`config.mk`:
```
export PLATFORM = sky130hd
export DESIGN_NAME = rmd160_cell
export DESIGN_NICKNAME = d
export VERILOG_FILES = /design/src/rtl/rmd160_pkg.sv /design/src/rtl/rmd160_cell.sv
export SDC_FILE = /design/constraint.sdc
export NUM_CORES = 1
export LEC_CHECK = 0
export ABC_AREA = 1
export BUFFER_PORTS_ARGS = -buffer_cell sky130_fd_sc_hd__buf_2
export CAP_MARGIN = 15
export CORE_AREA = 2 2 652 654
export DETAILED_ROUTE_END_ITERATION = 10
export DIE_AREA = 0 0 654 656
export PLACE_DENSITY = 0.35
export SETUP_SLACK_MARGIN = 0.1
export SLEW_MARGIN = 20
export SYNTH_ARGS = -nofsm -noshare
export SYNTH_HDL_FRONTEND = slang
export SYNTH_SLANG_ARGS = --single-unit
```
`constraint.sdc`:
```
create_clock -name clk -period 10.9 [get_ports clk]
set_clock_uncertainty 0.15 [all_clocks]
set_input_delay 1.09 -clock clk [delete_from_list [all_inputs] [get_ports clk]]
set_output_delay 1.09 -clock clk [all_outputs]
set_load 0.005 [all_outputs]
```
`src/rtl/rmd160_pkg.sv`:
```
// RIPEMD-160 round tables, chaining constants, shared types and round functions.
package rmd160_pkg;

  localparam int NumRounds = 80;

  typedef logic [15:0][31:0] rmd160_msg_t;     // word 0 in the lowest bits
  typedef logic [4:0][31:0]  rmd160_digest_t;  // digest word 0 in the lowest bits

  typedef struct packed {
    logic [31:0] al;
    logic [31:0] bl;
    logic [31:0] cl;
    logic [31:0] dl;
    logic [31:0] el;
    logic [31:0] ar;
    logic [31:0] br;
    logic [31:0] cr;
    logic [31:0] dr;
    logic [31:0] er;
  } rmd160_state_t;

  typedef struct packed {
    logic full;
    logic empty;
  } rmd160_fifo_stat_t;

  localparam logic [31:0] IV [5] = '{
    32'h67452301, 32'hEFCDAB89, 32'h98BADCFE, 32'h10325476, 32'hC3D2E1F0};

  localparam logic [31:0] K_L [5] = '{
    32'h00000000, 32'h5A827999, 32'h6ED9EBA1, 32'h8F1BBCDC, 32'hA953FD4E};
  localparam logic [31:0] K_R [5] = '{
    32'h50A28BE6, 32'h5C4DD124, 32'h6D703EF3, 32'h7A6D76E9, 32'h00000000};

  localparam logic [3:0] WORD_L [NumRounds] = '{
    4'd0, 4'd1, 4'd2, 4'd3, 4'd4, 4'd5, 4'd6, 4'd7,
    4'd8, 4'd9, 4'd10, 4'd11, 4'd12, 4'd13, 4'd14, 4'd15,
    4'd7, 4'd4, 4'd13, 4'd1, 4'd10, 4'd6, 4'd15, 4'd3,
    4'd12, 4'd0, 4'd9, 4'd5, 4'd2, 4'd14, 4'd11, 4'd8,
    4'd3, 4'd10, 4'd14, 4'd4, 4'd9, 4'd15, 4'd8, 4'd1,
    4'd2, 4'd7, 4'd0, 4'd6, 4'd13, 4'd11, 4'd5, 4'd12,
    4'd1, 4'd9, 4'd11, 4'd10, 4'd0, 4'd8, 4'd12, 4'd4,
    4'd13, 4'd3, 4'd7, 4'd15, 4'd14, 4'd5, 4'd6, 4'd2,
    4'd4, 4'd0, 4'd5, 4'd9, 4'd7, 4'd12, 4'd2, 4'd10,
    4'd14, 4'd1, 4'd3, 4'd8, 4'd11, 4'd6, 4'd15, 4'd13};

  localparam logic [3:0] WORD_R [NumRounds] = '{
    4'd5, 4'd14, 4'd7, 4'd0, 4'd9, 4'd2, 4'd11, 4'd4,
    4'd13, 4'd6, 4'd15, 4'd8, 4'd1, 4'd10, 4'd3, 4'd12,
    4'd6, 4'd11, 4'd3, 4'd7, 4'd0, 4'd13, 4'd5, 4'd10,
    4'd14, 4'd15, 4'd8, 4'd12, 4'd4, 4'd9, 4'd1, 4'd2,
    4'd15, 4'd5, 4'd1, 4'd3, 4'd7, 4'd14, 4'd6, 4'd9,
    4'd11, 4'd8, 4'd12, 4'd2, 4'd10, 4'd0, 4'd4, 4'd13,
    4'd8, 4'd6, 4'd4, 4'd1, 4'd3, 4'd11, 4'd15, 4'd0,
    4'd5, 4'd12, 4'd2, 4'd13, 4'd9, 4'd7, 4'd10, 4'd14,
    4'd12, 4'd15, 4'd10, 4'd4, 4'd1, 4'd5, 4'd8, 4'd7,
    4'd6, 4'd2, 4'd13, 4'd14, 4'd0, 4'd3, 4'd9, 4'd11};

  localparam logic [4:0] ROT_L [NumRounds] = '{
    5'd11, 5'd14, 5'd15, 5'd12, 5'd5, 5'd8, 5'd7, 5'd9,
    5'd11, 5'd13, 5'd14, 5'd15, 5'd6, 5'd7, 5'd9, 5'd8,
    5'd7, 5'd6, 5'd8, 5'd13, 5'd11, 5'd9, 5'd7, 5'd15,
    5'd7, 5'd12, 5'd15, 5'd9, 5'd11, 5'd7, 5'd13, 5'd12,
    5'd11, 5'd13, 5'd6, 5'd7, 5'd14, 5'd9, 5'd13, 5'd15,
    5'd14, 5'd8, 5'd13, 5'd6, 5'd5, 5'd12, 5'd7, 5'd5,
    5'd11, 5'd12, 5'd14, 5'd15, 5'd14, 5'd15, 5'd9, 5'd8,
    5'd9, 5'd14, 5'd5, 5'd6, 5'd8, 5'd6, 5'd5, 5'd12,
    5'd9, 5'd15, 5'd5, 5'd11, 5'd6, 5'd8, 5'd13, 5'd12,
    5'd5, 5'd12, 5'd13, 5'd14, 5'd11, 5'd8, 5'd5, 5'd6};

  localparam logic [4:0] ROT_R [NumRounds] = '{
    5'd8, 5'd9, 5'd9, 5'd11, 5'd13, 5'd15, 5'd15, 5'd5,
    5'd7, 5'd7, 5'd8, 5'd11, 5'd14, 5'd14, 5'd12, 5'd6,
    5'd9, 5'd13, 5'd15, 5'd7, 5'd12, 5'd8, 5'd9, 5'd11,
    5'd7, 5'd7, 5'd12, 5'd7, 5'd6, 5'd15, 5'd13, 5'd11,
    5'd9, 5'd7, 5'd15, 5'd11, 5'd8, 5'd6, 5'd6, 5'd14,
    5'd12, 5'd13, 5'd5, 5'd14, 5'd13, 5'd13, 5'd7, 5'd5,
    5'd15, 5'd5, 5'd8, 5'd11, 5'd14, 5'd14, 5'd6, 5'd14,
    5'd6, 5'd9, 5'd12, 5'd9, 5'd12, 5'd5, 5'd15, 5'd8,
    5'd8, 5'd5, 5'd12, 5'd9, 5'd12, 5'd5, 5'd14, 5'd6,
    5'd8, 5'd13, 5'd6, 5'd5, 5'd15, 5'd13, 5'd11, 5'd11};

  // Boolean function selector codes
  localparam logic [2:0] FN_XOR  = 3'd0;
  localparam logic [2:0] FN_CHX  = 3'd1;
  localparam logic [2:0] FN_ORN  = 3'd2;
  localparam logic [2:0] FN_CHZ  = 3'd3;
  localparam logic [2:0] FN_ORNZ = 3'd4;

  function automatic logic [31:0] bool_fn(input logic [2:0] sel, input logic [31:0] x,
                                          input logic [31:0] y, input logic [31:0] z);
    logic [31:0] f;
    case (sel)
      FN_XOR:  f = x ^ y ^ z;
      FN_CHX:  f = (x & y) | (~x & z);
      FN_ORN:  f = (x | ~y) ^ z;
      FN_CHZ:  f = (x & z) | (y & ~z);
      default: f = x ^ (y | ~z);
    endcase
    return f;
  endfunction

  // Rotate left; amount is never zero in this scheme
  function automatic logic [31:0] rotl(input logic [31:0] x, input logic [4:0] n);
    logic [5:0] rn;
    rn = 6'd32 - {1'b0, n};
    return (x << n) | (x >> rn);
  endfunction

endpackage

```
`src/rtl/rmd160_cell.sv`:
```
// One RIPEMD-160 round of both lines, registered, carrying the message block along.
module rmd160_cell #(
  parameter int ROUND = 0
) (
  input  logic                      clk,
  input  logic                      rst_n,
  input  logic                      en,
  input  logic                      valid_in,
  input  rmd160_pkg::rmd160_state_t st_in,
  input  rmd160_pkg::rmd160_msg_t   msg_in,
  output logic                      valid_out,
  output rmd160_pkg::rmd160_state_t st_out,
  output rmd160_pkg::rmd160_msg_t   msg_out
);
  import rmd160_pkg::*;

  localparam int          Group = ROUND / 16;
  localparam logic [2:0]  SelL  = 3'(Group);
  localparam logic [2:0]  SelR  = 3'(4 - Group);
  localparam logic [31:0] KL    = K_L[Group];
  localparam logic [31:0] KR    = K_R[Group];
  localparam logic [3:0]  WL    = WORD_L[ROUND];
  localparam logic [3:0]  WR    = WORD_R[ROUND];
  localparam logic [4:0]  RL    = ROT_L[ROUND];
  localparam logic [4:0]  RR    = ROT_R[ROUND];

  logic          valid_r;
  rmd160_state_t st_r, st_nxt;
  rmd160_msg_t   msg_r;
  logic [31:0]   sum_l, sum_r;

  always_comb begin
    sum_l = st_in.al + bool_fn(SelL, st_in.bl, st_in.cl, st_in.dl) + msg_in[WL] + KL;
    sum_r = st_in.ar + bool_fn(SelR, st_in.br, st_in.cr, st_in.dr) + msg_in[WR] + KR;
    st_nxt.al = st_in.el;
    st_nxt.el = st_in.dl;
    st_nxt.dl = rotl(st_in.cl, 5'd10);
    st_nxt.cl = st_in.bl;
    st_nxt.bl = rotl(sum_l, RL) + st_in.el;
    st_nxt.ar = st_in.er;
    st_nxt.er = st_in.dr;
    st_nxt.dr = rotl(st_in.cr, 5'd10);
    st_nxt.cr = st_in.br;
    st_nxt.br = rotl(sum_r, RR) + st_in.er;
  end

  always_ff @(posedge clk) begin
    if (!rst_n) begin
      valid_r <= 1'b0;
    end else if (en) begin
      valid_r <= valid_in;
    end
  end

  always_ff @(posedge clk) begin
    if (en) begin
      st_r  <= st_nxt;
      msg_r <= msg_in;
    end
  end

  assign valid_out = valid_r;
  assign st_out    = st_r;
  assign msg_out   = msg_r;

endmodule

```
==> impl_metrics.env <==
export IMPL_routed_wl_met3_mm=22.7
export IMPL_synth_top_cell_by_area="edfxtp_1"
export IMPL_start_kind="input pin"
export IMPL_rsz0062_at_grt="no"
export IMPL_finalSetupViolations=0
export IMPL_ant_nets=0
export IMPL_syn_num_nets=3867
export IMPL_synthArstFlopShare_pct=0
export IMPL_cp_depth=31
export IMPL_cap_violations=0
export IMPL_clk_latency_ns=0.88
export IMPL_dr_wl_met2_mm=146
export IMPL_layout_nets=5660
export IMPL_postLayoutCellArea_um2=55800
export IMPL_synth_edf_count=832
export IMPL_maxSlewViolCount=0
export IMPL_port_buffers=1668
export IMPL_hold_path_class="in2reg"
export IMPL_antenna_found_initial=149
export IMPL_start_util_pct=8.62
export IMPL_finalHoldViolCount=0
export IMPL_gp_congestion=0.943
export IMPL_tns_ns=0
export IMPL_worst_slack_ns=5.10
export IMPL_core_area_um2=422000
export IMPL_wirelength_mm=282
export IMPL_fin_crit_sh_pct=53.2
export IMPL_die_h_um=656
export IMPL_place_hpwl_mm=248
export IMPL_yosysUniqueCellTypes=35
export IMPL_synth_seq_cells=833
export IMPL_crit_arrival_ns=6.21
export IMPL_area_growth_syn_to_layout_pct=53.5
export IMPL_status="complete, no violations"
export IMPL_syn_area_um2=36400
export IMPL_vias_per_cell=2.89
export IMPL_crit_required_ns=11.31
export IMPL_yosysWarnings=0
export IMPL_h_tree_depth=3
export IMPL_p_leak_nw=23.5
export IMPL_fmax_mhz=172
export IMPL_place_ws_ns=4.29
export IMPL_drt_pass1_iter_count=5
export IMPL_grt_overflow=0
export IMPL_worstMarginPinSlew_ns=1.08
export IMPL_yosysTopAreaCellShare_pct=68.7
export IMPL_track_usage_pct=12.6
export IMPL_num_vias=30000
export IMPL_layout_commonest_cell="buf_2"
export IMPL_synthCells=2814
export IMPL_grt_pass1_vias=30100
export IMPL_final_cell_mix="1667 x buf_2, 832 x edfxtp_1, 615 x nand2_1, 430 x inv_1, 157 x nor2_1"
export IMPL_grt_pass1_wl_mm=345
export IMPL_path_clk_slew_ns=0.07
export IMPL_worst_path_most_repeated_cell="nand2_1"
export IMPL_cts_hold_buf=0
export IMPL_postCtsSetupBuffers=0
export IMPL_crit_family="adder cells"
export IMPL_peakVddDrop_uv=146
export IMPL_avgRoutedWirePerCell_um=27.1
export IMPL_top_layer="met5"
export IMPL_cp_end_kind="register"
export IMPL_first_iter_violations=2379
export IMPL_totalPowerFinal_w=0.0127
export IMPL_hold_depth=1
export IMPL_maxSlewHeadroom_pct=28.3
export IMPL_dieArea_um2=429000
export IMPL_ios=1669
export IMPL_slowest_stage="xor2_1"
export IMPL_synth_ff_type="edfxtp_1"
export IMPL_power_density_nw_per_um2=227
export IMPL_cts_root_buf="clkbuf_16"
export IMPL_syn_area_per_cell_um2=12.9
export IMPL_cp_buffers_inverters=6
export IMPL_drive_above_1_share_pct=40.1
export IMPL_die_w_um=654
export IMPL_ctsResizeCount=0
export IMPL_crit_type="in2reg"
export IMPL_grt_start_max_net_pins=144
export IMPL_dpl_cell_area_um2=52000
export IMPL_synth_area_top_cells="edfxtp_1 69%, nand2_1 6.3%, ha_1 5.2%"
export IMPL_drc=0
export IMPL_reg2reg_depth=2
export IMPL_cp_max_fo=4
export IMPL_hold_slack_ns=0.211
export IMPL_numCtsBuffers=116
export IMPL_slowest_delay_ns=0.62
export IMPL_cts_tree="done"
export IMPL_wl_met1_mm=104
export IMPL_cts_sinks=833
export IMPL_ys_seq_area_share_pct=68.7
export IMPL_min_period_ns=5.80
export IMPL_rows=239
export IMPL_clockBufferDepth=4
final cells by class:
cell class / instances / area [um^2]
Fill cell: 48200 / 366000
Sequential cell: 833 / 25000
Multi-Input combinational cell: 1549 / 9750
Timing Repair Buffer: 1675 / 8490
Tap cell: 5663 / 7090
Clock buffer: 140 / 2990
Inverter: 432 / 1620
Clock inverter: 64 / 774
Antenna cell: 44 / 110
logic make-up (layout without fill, tap and decap cells):
kind of cell	after synthesis	in the layout	synth area share (%)
AO/OA/AOI/OAI	204	204	3.04
other	0	44	0
flip-flops	833	833	68.7
buffers and inverters	432	2311	4.46
adder cells (fa/ha/maj)	217	217	8.83
XOR/XNOR	169	169	4.07
AND/OR/NAND/NOR	959	959	10.9
flip-flops by register name, indices dropped and copies added, names as in the netlist:
| name | cells |
|---|---|
| valid_out | 1 |
| st_out | 320 |
| msg_out | 512 |
Yosys cell counts, drive strengths merged, types with 21 or more instances:
cell type,n
nor2,163
xnor2,67
inv,432
nand3,103
ha,151
fa,66
edfxtp,832
nand2,637
nor3,21
o21ai,47
xor2,102
a21oi,129
nand4,21
through the flow:
| stage | std cells | util, % |
|---|---|---|
| 2_1_floorplan | 2814 | - |
| 3_3_place_gp | 10200 | 12.3 |
| 3_5_place_dp | 10200 | 12.3 |
| 4_1_cts | 10400 | 13.2 |
| 5_1_grt | 10400 | 13.2 |
| 6_report | 10400 | 13.2 |
path summary, 6_finish.rpt:
kind                             startpoint            to  slack, ns
worst max register to register    valid_out     valid_out      10.04
worst max-delay path              st_in[64]   st_out[126]       5.10
worst min-delay path            msg_in[201]  msg_out[201]       0.21
worst min register to register    valid_out     valid_out       0.43
power breakdown:
part           total [W]  switching (W)  internal, W
sequential       0.00426       0.000215      0.00404
combinational    0.00453        0.00313      0.00140
clock            0.00391        0.00165      0.00226
total             0.0127        0.00500      0.00770
layer usage:
metal  GRT usage [%]  vias to the layer above
met5               0                        -
met4            3.96                       36
met3            3.64                      360
met2            22.9                     1434
met1            13.9                    15000
li1                -                    13200
(Power assumes the default switching activity.)
