<file path="config.mk">
export PLATFORM = sky130hd
export DESIGN_NAME = rmd160_out_fifo
export DESIGN_NICKNAME = d
export VERILOG_FILES = /design/src/rtl/rmd160_pkg.sv /design/src/rtl/rmd160_out_fifo.sv
export SDC_FILE = /design/constraint.sdc
export NUM_CORES = 1
export LEC_CHECK = 0
export ABC_AREA = 1
export ABC_CLOCK_PERIOD_IN_PS = 8800
export BUFFER_PORTS_ARGS = -buffer_cell sky130_fd_sc_hd__buf_4
export CAP_MARGIN = 15
export CORE_MARGIN = 4
export CORE_UTILIZATION = 47
export DETAILED_ROUTE_END_ITERATION = 6
export PLACE_DENSITY = 0.73
export REMOVE_ABC_BUFFERS = 1
export SLEW_MARGIN = 40
export SYNTH_ARGS = -nofsm -noshare
export SYNTH_HDL_FRONTEND = slang
export SYNTH_SLANG_ARGS = --single-unit
</file>
<file path="constraint.sdc">
create_clock -name clk -period 8.8 [get_ports clk]
set_input_delay 1.32 -clock clk [delete_from_list [all_inputs] [get_ports clk]]
set_output_delay 1.32 -clock clk [all_outputs]
set_load 0.02 [all_outputs]
</file>
<file path="src/rtl/rmd160_pkg.sv">
// RIPEMD-160 round tables, chaining constants, shared types and round functions.
package rmd160_pkg;

  localparam int NumRounds = 80;

  typedef logic [15:0][31:0] rmd160_msg_t;     // word 0 in the lowest bits
  typedef logic [4:0][31:0]  rmd160_digest_t;  // digest word 0 in the lowest bits

  typedef struct packed {
    logic [31:0] al;
    logic [31:0] bl;
    logic [31:0] cl;
    logic [31:0] dl;
    logic [31:0] el;
    logic [31:0] ar;
    logic [31:0] br;
    logic [31:0] cr;
    logic [31:0] dr;
    logic [31:0] er;
  } rmd160_state_t;

  typedef struct packed {
    logic full;
    logic empty;
  } rmd160_fifo_stat_t;

  localparam logic [31:0] IV [5] = '{
    32'h67452301, 32'hEFCDAB89, 32'h98BADCFE, 32'h10325476, 32'hC3D2E1F0};

  localparam logic [31:0] K_L [5] = '{
    32'h00000000, 32'h5A827999, 32'h6ED9EBA1, 32'h8F1BBCDC, 32'hA953FD4E};
  localparam logic [31:0] K_R [5] = '{
    32'h50A28BE6, 32'h5C4DD124, 32'h6D703EF3, 32'h7A6D76E9, 32'h00000000};

  localparam logic [3:0] WORD_L [NumRounds] = '{
    4'd0, 4'd1, 4'd2, 4'd3, 4'd4, 4'd5, 4'd6, 4'd7,
    4'd8, 4'd9, 4'd10, 4'd11, 4'd12, 4'd13, 4'd14, 4'd15,
    4'd7, 4'd4, 4'd13, 4'd1, 4'd10, 4'd6, 4'd15, 4'd3,
    4'd12, 4'd0, 4'd9, 4'd5, 4'd2, 4'd14, 4'd11, 4'd8,
    4'd3, 4'd10, 4'd14, 4'd4, 4'd9, 4'd15, 4'd8, 4'd1,
    4'd2, 4'd7, 4'd0, 4'd6, 4'd13, 4'd11, 4'd5, 4'd12,
    4'd1, 4'd9, 4'd11, 4'd10, 4'd0, 4'd8, 4'd12, 4'd4,
    4'd13, 4'd3, 4'd7, 4'd15, 4'd14, 4'd5, 4'd6, 4'd2,
    4'd4, 4'd0, 4'd5, 4'd9, 4'd7, 4'd12, 4'd2, 4'd10,
    4'd14, 4'd1, 4'd3, 4'd8, 4'd11, 4'd6, 4'd15, 4'd13};

  localparam logic [3:0] WORD_R [NumRounds] = '{
    4'd5, 4'd14, 4'd7, 4'd0, 4'd9, 4'd2, 4'd11, 4'd4,
    4'd13, 4'd6, 4'd15, 4'd8, 4'd1, 4'd10, 4'd3, 4'd12,
    4'd6, 4'd11, 4'd3, 4'd7, 4'd0, 4'd13, 4'd5, 4'd10,
    4'd14, 4'd15, 4'd8, 4'd12, 4'd4, 4'd9, 4'd1, 4'd2,
    4'd15, 4'd5, 4'd1, 4'd3, 4'd7, 4'd14, 4'd6, 4'd9,
    4'd11, 4'd8, 4'd12, 4'd2, 4'd10, 4'd0, 4'd4, 4'd13,
    4'd8, 4'd6, 4'd4, 4'd1, 4'd3, 4'd11, 4'd15, 4'd0,
    4'd5, 4'd12, 4'd2, 4'd13, 4'd9, 4'd7, 4'd10, 4'd14,
    4'd12, 4'd15, 4'd10, 4'd4, 4'd1, 4'd5, 4'd8, 4'd7,
    4'd6, 4'd2, 4'd13, 4'd14, 4'd0, 4'd3, 4'd9, 4'd11};

  localparam logic [4:0] ROT_L [NumRounds] = '{
    5'd11, 5'd14, 5'd15, 5'd12, 5'd5, 5'd8, 5'd7, 5'd9,
    5'd11, 5'd13, 5'd14, 5'd15, 5'd6, 5'd7, 5'd9, 5'd8,
    5'd7, 5'd6, 5'd8, 5'd13, 5'd11, 5'd9, 5'd7, 5'd15,
    5'd7, 5'd12, 5'd15, 5'd9, 5'd11, 5'd7, 5'd13, 5'd12,
    5'd11, 5'd13, 5'd6, 5'd7, 5'd14, 5'd9, 5'd13, 5'd15,
    5'd14, 5'd8, 5'd13, 5'd6, 5'd5, 5'd12, 5'd7, 5'd5,
    5'd11, 5'd12, 5'd14, 5'd15, 5'd14, 5'd15, 5'd9, 5'd8,
    5'd9, 5'd14, 5'd5, 5'd6, 5'd8, 5'd6, 5'd5, 5'd12,
    5'd9, 5'd15, 5'd5, 5'd11, 5'd6, 5'd8, 5'd13, 5'd12,
    5'd5, 5'd12, 5'd13, 5'd14, 5'd11, 5'd8, 5'd5, 5'd6};

  localparam logic [4:0] ROT_R [NumRounds] = '{
    5'd8, 5'd9, 5'd9, 5'd11, 5'd13, 5'd15, 5'd15, 5'd5,
    5'd7, 5'd7, 5'd8, 5'd11, 5'd14, 5'd14, 5'd12, 5'd6,
    5'd9, 5'd13, 5'd15, 5'd7, 5'd12, 5'd8, 5'd9, 5'd11,
    5'd7, 5'd7, 5'd12, 5'd7, 5'd6, 5'd15, 5'd13, 5'd11,
    5'd9, 5'd7, 5'd15, 5'd11, 5'd8, 5'd6, 5'd6, 5'd14,
    5'd12, 5'd13, 5'd5, 5'd14, 5'd13, 5'd13, 5'd7, 5'd5,
    5'd15, 5'd5, 5'd8, 5'd11, 5'd14, 5'd14, 5'd6, 5'd14,
    5'd6, 5'd9, 5'd12, 5'd9, 5'd12, 5'd5, 5'd15, 5'd8,
    5'd8, 5'd5, 5'd12, 5'd9, 5'd12, 5'd5, 5'd14, 5'd6,
    5'd8, 5'd13, 5'd6, 5'd5, 5'd15, 5'd13, 5'd11, 5'd11};

  // Boolean function selector codes
  localparam logic [2:0] FN_XOR  = 3'd0;
  localparam logic [2:0] FN_CHX  = 3'd1;
  localparam logic [2:0] FN_ORN  = 3'd2;
  localparam logic [2:0] FN_CHZ  = 3'd3;
  localparam logic [2:0] FN_ORNZ = 3'd4;

  function automatic logic [31:0] bool_fn(input logic [2:0] sel, input logic [31:0] x,
                                          input logic [31:0] y, input logic [31:0] z);
    logic [31:0] f;
    case (sel)
      FN_XOR:  f = x ^ y ^ z;
      FN_CHX:  f = (x & y) | (~x & z);
      FN_ORN:  f = (x | ~y) ^ z;
      FN_CHZ:  f = (x & z) | (y & ~z);
      default: f = x ^ (y | ~z);
    endcase
    return f;
  endfunction

  // Rotate left; amount is never zero in this scheme
  function automatic logic [31:0] rotl(input logic [31:0] x, input logic [4:0] n);
    logic [5:0] rn;
    rn = 6'd32 - {1'b0, n};
    return (x << n) | (x >> rn);
  endfunction

endpackage

</file>
<file path="src/rtl/rmd160_out_fifo.sv">
// Two-entry output queue for finished digests.
module rmd160_out_fifo (
  input  logic                           clk,
  input  logic                           rst_n,
  input  logic                           wr_en,
  input  rmd160_pkg::rmd160_digest_t     wr_data,
  input  logic                           rd_en,
  output rmd160_pkg::rmd160_digest_t     rd_data,
  output rmd160_pkg::rmd160_fifo_stat_t  stat
);
  import rmd160_pkg::*;

  rmd160_digest_t mem_r [2];
  logic           wr_ptr_r, wr_ptr_nxt;
  logic           rd_ptr_r, rd_ptr_nxt;
  logic [1:0]     cnt_r, cnt_nxt;

  always_comb begin
    wr_ptr_nxt = wr_ptr_r ^ wr_en;
    rd_ptr_nxt = rd_ptr_r ^ rd_en;
    cnt_nxt    = cnt_r + {1'b0, wr_en} - {1'b0, rd_en};
  end

  always_ff @(posedge clk) begin
    if (!rst_n) begin
      wr_ptr_r <= 1'b0;
      rd_ptr_r <= 1'b0;
      cnt_r    <= 2'd0;
    end else begin
      wr_ptr_r <= wr_ptr_nxt;
      rd_ptr_r <= rd_ptr_nxt;
      cnt_r    <= cnt_nxt;
    end
  end

  always_ff @(posedge clk) begin
    if (wr_en) begin
      mem_r[wr_ptr_r] <= wr_data;
    end
  end

  assign rd_data    = mem_r[rd_ptr_r];
  assign stat.full  = cnt_r[1];
  assign stat.empty = (cnt_r == 2'd0);

endmodule

</file>
==> impl_metrics.ini, run 1 <==
[outcome]
status = finished clean

[sta]
worst_slew_pin_slew_ns = 0.746
finalWorstSetupSlack_ns = 4.88
fin_crit_sh_pct = 44.5
max_slew_margin_pct = 50.3
skew_ns = 0.00512
fmax_mhz = 255
hold_slack_ns = 0.517
slew_viol_final = 0
hold_viol = 0
rsz0062_at_grt = no
finalSetupTns_ns = 0
setup_violations = 0
min_period_ns = 3.92

[yosys]
synth_top_area_share_pct = 78.8
synth-seq-cells = 325
synth_edf_count = 320
synth_top_cell_by_area = edfxtp_1
muxShareOfSynthArea_pct = 17.9
synth_area_um2 = 12200
yosysWarnings = 0
syn_inst = 527
synth.most_common_cell = edfxtp_1
yosysUniqueCellTypes = 14
post_synth_and_or_nand_nor_area_fraction_pct = 0.318
synth-compound-area-share_pct = 0.0411
ys_seq_area_share_pct = 79.7
synthAdderAreaFrac_pct = 0.411
synth-xor-area-share_pct = 0.0719
async_flop_share_pct = 0
ys.flop_type = edfxtp_1
synth.avg_cell_area_um2 = 23.1
synth.area.top_cells = edfxtp_1, mux2_4, mux2_2
synthTopCellsByCount = edfxtp_1, mux2_4, mux2_2
synth_top_family_by_area = multiplexers

[cts]
cts_root_buf = clkbuf_16
cts_buffer_depth = 3
holdBufCountCts = 0
cts_buffers = 34
cts_tree = built
cts.clk_slew.worst_paths_ns = 0.06
cts_num_sinks = 325
cts-resized-gates = 0
htreeDepth = 2
insertion_delay_ns = 0.49
post_cts_buffers = 0

[worst_setup_path]
cp.arrival_ns = 2.60
worstPathCellList = buf_6 -> mux2_2 -> buf_4
slowest_stage = dfxtp_4
rr_endpoint = mem_r[0][38]
cpLargestDelayFamily = buffers and inverters
critical_path_class = reg2out
startpoint_type = flop
crit_path_max_incr_delay_ns = 0.80
reg2reg_depth = 3
path_buf_inv = 2
cp_max_fo = 64
r2r-start = wr_ptr_r
cp.required_ns = 7.48
r2r_slack_ns = 6.92
end_kind = output port

[drt]
drt-initial-drc-count = 405
routed_via_density = 4.89
postRouteWirelength_mm = 24.0
wl_per_cell_um = 19.6
firstDrtPassIters = 4
num_vias = 5989
ant_nets = 0
drc = 0

[placement]
preCtsSetupSlack_ns = 5.36
portBuffers = 325
dp_hpwl_mm = 16.1
gp_congestion = 0.749

[floorplan]
pin_count = 326
dieArea_um2 = 28600
dieWidth_um = 169
core_um2 = 25300
die_h_um = 169
row_count = 58
start_util_pct = 48.1

[finish]
utilization_pct = 63.3
diodes = 0
synthToLayoutAreaGrowth_pct = 31.5
final_nets = 1043
drive_gt1_share_pct = 60.2

[global_route]
grt_pass1_vias = 6262
grt.total_usage_pct = 16.0
antenna_found_initial = 0
grt_pass1_wl_mm = 35.5
overflow = 0
grt_max_degree = 69

[power]
p_leak_nw = 6.22
ir_worst_vdd_mv = 0.186
power_density_nw_per_um2 = 232

[worst_hold_path]
hold_path_depth = 2
holdCritStartpoint = rd_ptr_r
worstHoldPathType = reg2reg

[flow_run]
cap_violations = 0
-- routing by layer --
| metal | track usage [%] | part of all wire [%] |
|---|---|---|
| met4 | 4.80 | 2.8 |
| met1 | 19.1 | 37 |
| met3 | 6.14 | 9.4 |
| met2 | 27.2 | 50 |
| met5 | 0 | 0 |
-- logic make-up (layout without fill, tap and decap cells) --
logic type,Yosys count,count (layout)
DFF,325,325
muxes,160,160
buffers and inverters,26,394
and+or+nand+nor,10,10
adders and majority gates,4,4
AOI/OAI and AO/OA,1,1
xor gates and xnor gates,1,1
-- tightest hold or removal path: stages (launching register included) --
cell,delay (ns)
dfxtp_1,0.32
xnor2_1,0.09
nor2_1,0.07
-- final cells by class --
cell class                 count  area [µm²]
clock buffer                  42         945
clock inverter                14         113
fill                        1765        9310
inverter                       7        26.3
multi-input combinational    176        2300
sequential                   325        9710
tap                          330         413
timing repair buffer         331        2510
-- report_power, final --
part / leakage (nW) / switching (mW) / internal (mW)
Clock: 0.523 / 0.533 / 0.814
Combinational: 2.66 / 0.267 / 0.265
Sequential: 3.05 / 0.0307 / 1.81
-- through the flow --
step / instance area [µm²] / total power, mW / cells
after detailed placement: 15000 / 2.41 / 1169
after global placement: 14900 / 2.40 / 1169
after floorplan: 12000 / 2.21 / 508
after global routing: 16000 / 3.87 / 1225
final: 16000 / 3.72 / 1225
after CTS: 16000 / 3.77 / 1225
-- sequential cells by signal (all words and copies together) (netlist names), named ones only --
signal and cells:
rd_ptr_r 1, wr_ptr_r 1, cnt_r 2, mem_r 320
-- cells in the final DEF (no fill, tap or decap), drive strengths merged --
master	synthesis	routed
buf	19	331
edfxtp	320	320
mux2	160	160
clkbuf	0	42
clkinv	0	12
inv	7	7
nor2	5	5
dfxtp	5	5
nand2	4	4
ha	4	4
bufinv	0	2
xnor2	1	1
a21oi	1	1
nand3	1	1
-- worst max path at each step --
stage                     cells after the start          end  from  slack [ns]
after CTS                                     3  rd_data[21]  flop        4.83
after global routing                          3  rd_data[21]  flop        4.74
final                                         3  rd_data[21]  flop        4.88
after global placement                        3   rd_data[2]  flop        5.15
after detailed placement                      3  rd_data[21]  flop        5.36
after floorplan                               1   rd_data[0]  flop        1.51
Power figures use the tool's default switching activity.
==> inputs of run 2 (changes only) <==
- ABC_CLOCK_PERIOD_IN_PS: 8800 -> 3330
- PLACE_DENSITY: 0.73 -> 0.75
- clock period: 8.8 -> 3.33 ns (I/O delays scaled with it)
==> run 2 against run 1 <==
- clock skew increased by 0.0035 ns
- cell count increased by 1.1%
- global-route usage increased by 0.53 points
==> impl_metrics.ini, run 2 (synthesized netlist as in run 1, its figures left out) <==
[outcome]
status = finished clean

[worst_setup_path]
path_buf_inv = 2
crit_path_max_incr_delay_ns = 0.80
cp.arrival_ns = 2.21
startpoint_type = flop
critical_path_class = reg2out
worstPathCellList = buf_4 -> mux2_2 -> buf_4
cp.required_ns = 2.83
end_kind = output port
slowest_stage = dfxtp_4
cp_max_fo = 36
critPathMostFrequentCell = buf_4
cpLargestDelayFamily = flip-flops

[global_route]
grt_pass1_wl_mm = 36.6
overflow = 0
grt.total_usage_pct = 16.6
grt_pass1_vias = 6544
grt_max_degree = 78
antenna_found_initial = 1

[finish]
multi_input_area_um2 = 2300
design_area_um2 = 16200
seq_area_um2 = 9710
final_nets = 1052
largest_register_ffs = 320
drive_gt1_share_pct = 60.5
final_cell_mix = buf_4, edfxtp_1, mux2_4
final_common_cell = buf_4
synthToLayoutAreaGrowth_pct = 33.0
regMostFlops = mem_r
top_regs = mem_r (320), cnt_r (2)
n_fill_cell = 1801

[floorplan]
die_h_um = 169
row_count = 58
pin_count = 326
dieArea_um2 = 28600
core_um2 = 25300
dieWidth_um = 169
start_util_pct = 48.1

[sta]
skew_ns = 0.00860
worst_slew_pin_slew_ns = 0.683
rsz0062_at_grt = no
fin_crit_sh_pct = 81.4
max_slew_margin_pct = 54.5
fmax_mhz = 369
min_period_ns = 2.71
hold_viol = 0
setup_violations = 0
slew_viol_final = 0

[power]
power_density_nw_per_um2 = 619
p_leak_nw = 6.32
ir_worst_vdd_mv = 0.500
finalPower_mw = 10.0

[placement]
dpl_cell_area_um2 = 15100
dp_hpwl_mm = 17.0
portBuffers = 325
gp_congestion = 0.761

[cts]
cts-resized-gates = 0
holdBufCountCts = 0
cts_buffers = 34
cts_num_sinks = 325
cts_tree = built
cts_root_buf = clkbuf_16
cts.clk_slew.worst_paths_ns = 0.06
cts_buffer_depth = 3
insertion_delay_ns = 0.50
post_cts_buffers = 0
htreeDepth = 2

[worst_hold_path]
worstHoldPathType = in2reg

[drt]
wl_per_cell_um = 19.7
num_vias = 6027
postRouteWirelength_mm = 24.4
routed_via_density = 4.86
firstDrtPassIters = 4
drc = 0
drt-initial-drc-count = 317
ant_nets = 0

[flow_run]
cap_violations = 0
==> run 2: cell count changes in the layout (fill, tap and decap cells not counted) <==
cell       change
clkinv_2       -1
bufinv_16      +2
diode_2        +1
clkbuf_1       +3
buf_6          -6
buf_12         +6
buf_4          +9
==> run 2: stage by stage <==
step	std cells	worst slack (ns)	util, %	setup TNS, ns	hold slack [ns]
after global placement	1178	1.13	59.6	0	0.496
after floorplan	508	-3.14	-	-949.27	0.480
final	1239	0.619	64.0	0	0.185
after CTS	1238	0.571	64.0	0	0.162
after detailed placement	1178	1.10	59.6	0	0.499
after global routing	1239	0.498	64.0	0	0.158
==> run 2: report_power, final <==
part / internal (mW) / leakage (nW) / switching [mW]
registers: 4.78 / 3.05 / 0.0822
logic: 0.721 / 2.72 / 0.714
clock network: 2.32 / 0.551 / 1.41
==> run 2: cell type report <==
cell class                      instances  area share [%]
Clock buffer                           45            5.90
Clock inverter                         15            1.03
Sequential cell                       325            59.9
Tap cell                              330            2.55
Multi-Input combinational cell        176            14.2
Timing Repair Buffer                  340            16.2
Inverter                                7           0.162
Antenna cell                            1          0.0154
==> run 2: final timing paths <==
check                           slack (ns)             to  cells after the start        start
worst max-delay path                  0.62    rd_data[25]                      3         flop
worst min-delay path                  0.19   mem_r[1][83]                      1  wr_data[83]
worst max register to register        1.66  mem_r[1][127]                      2     wr_ptr_r
worst min register to register        0.51           flop                      2     rd_ptr_r
==> run 2: layer usage <==
metal,GRT usage (%),vias to the layer above,share of wire [%]
met1,19.3,2922,37
met2,28.6,254,50
li1,-,2800,-
met5,0,-,0
met3,5.70,51,9.6
met4,6.09,0,3.6
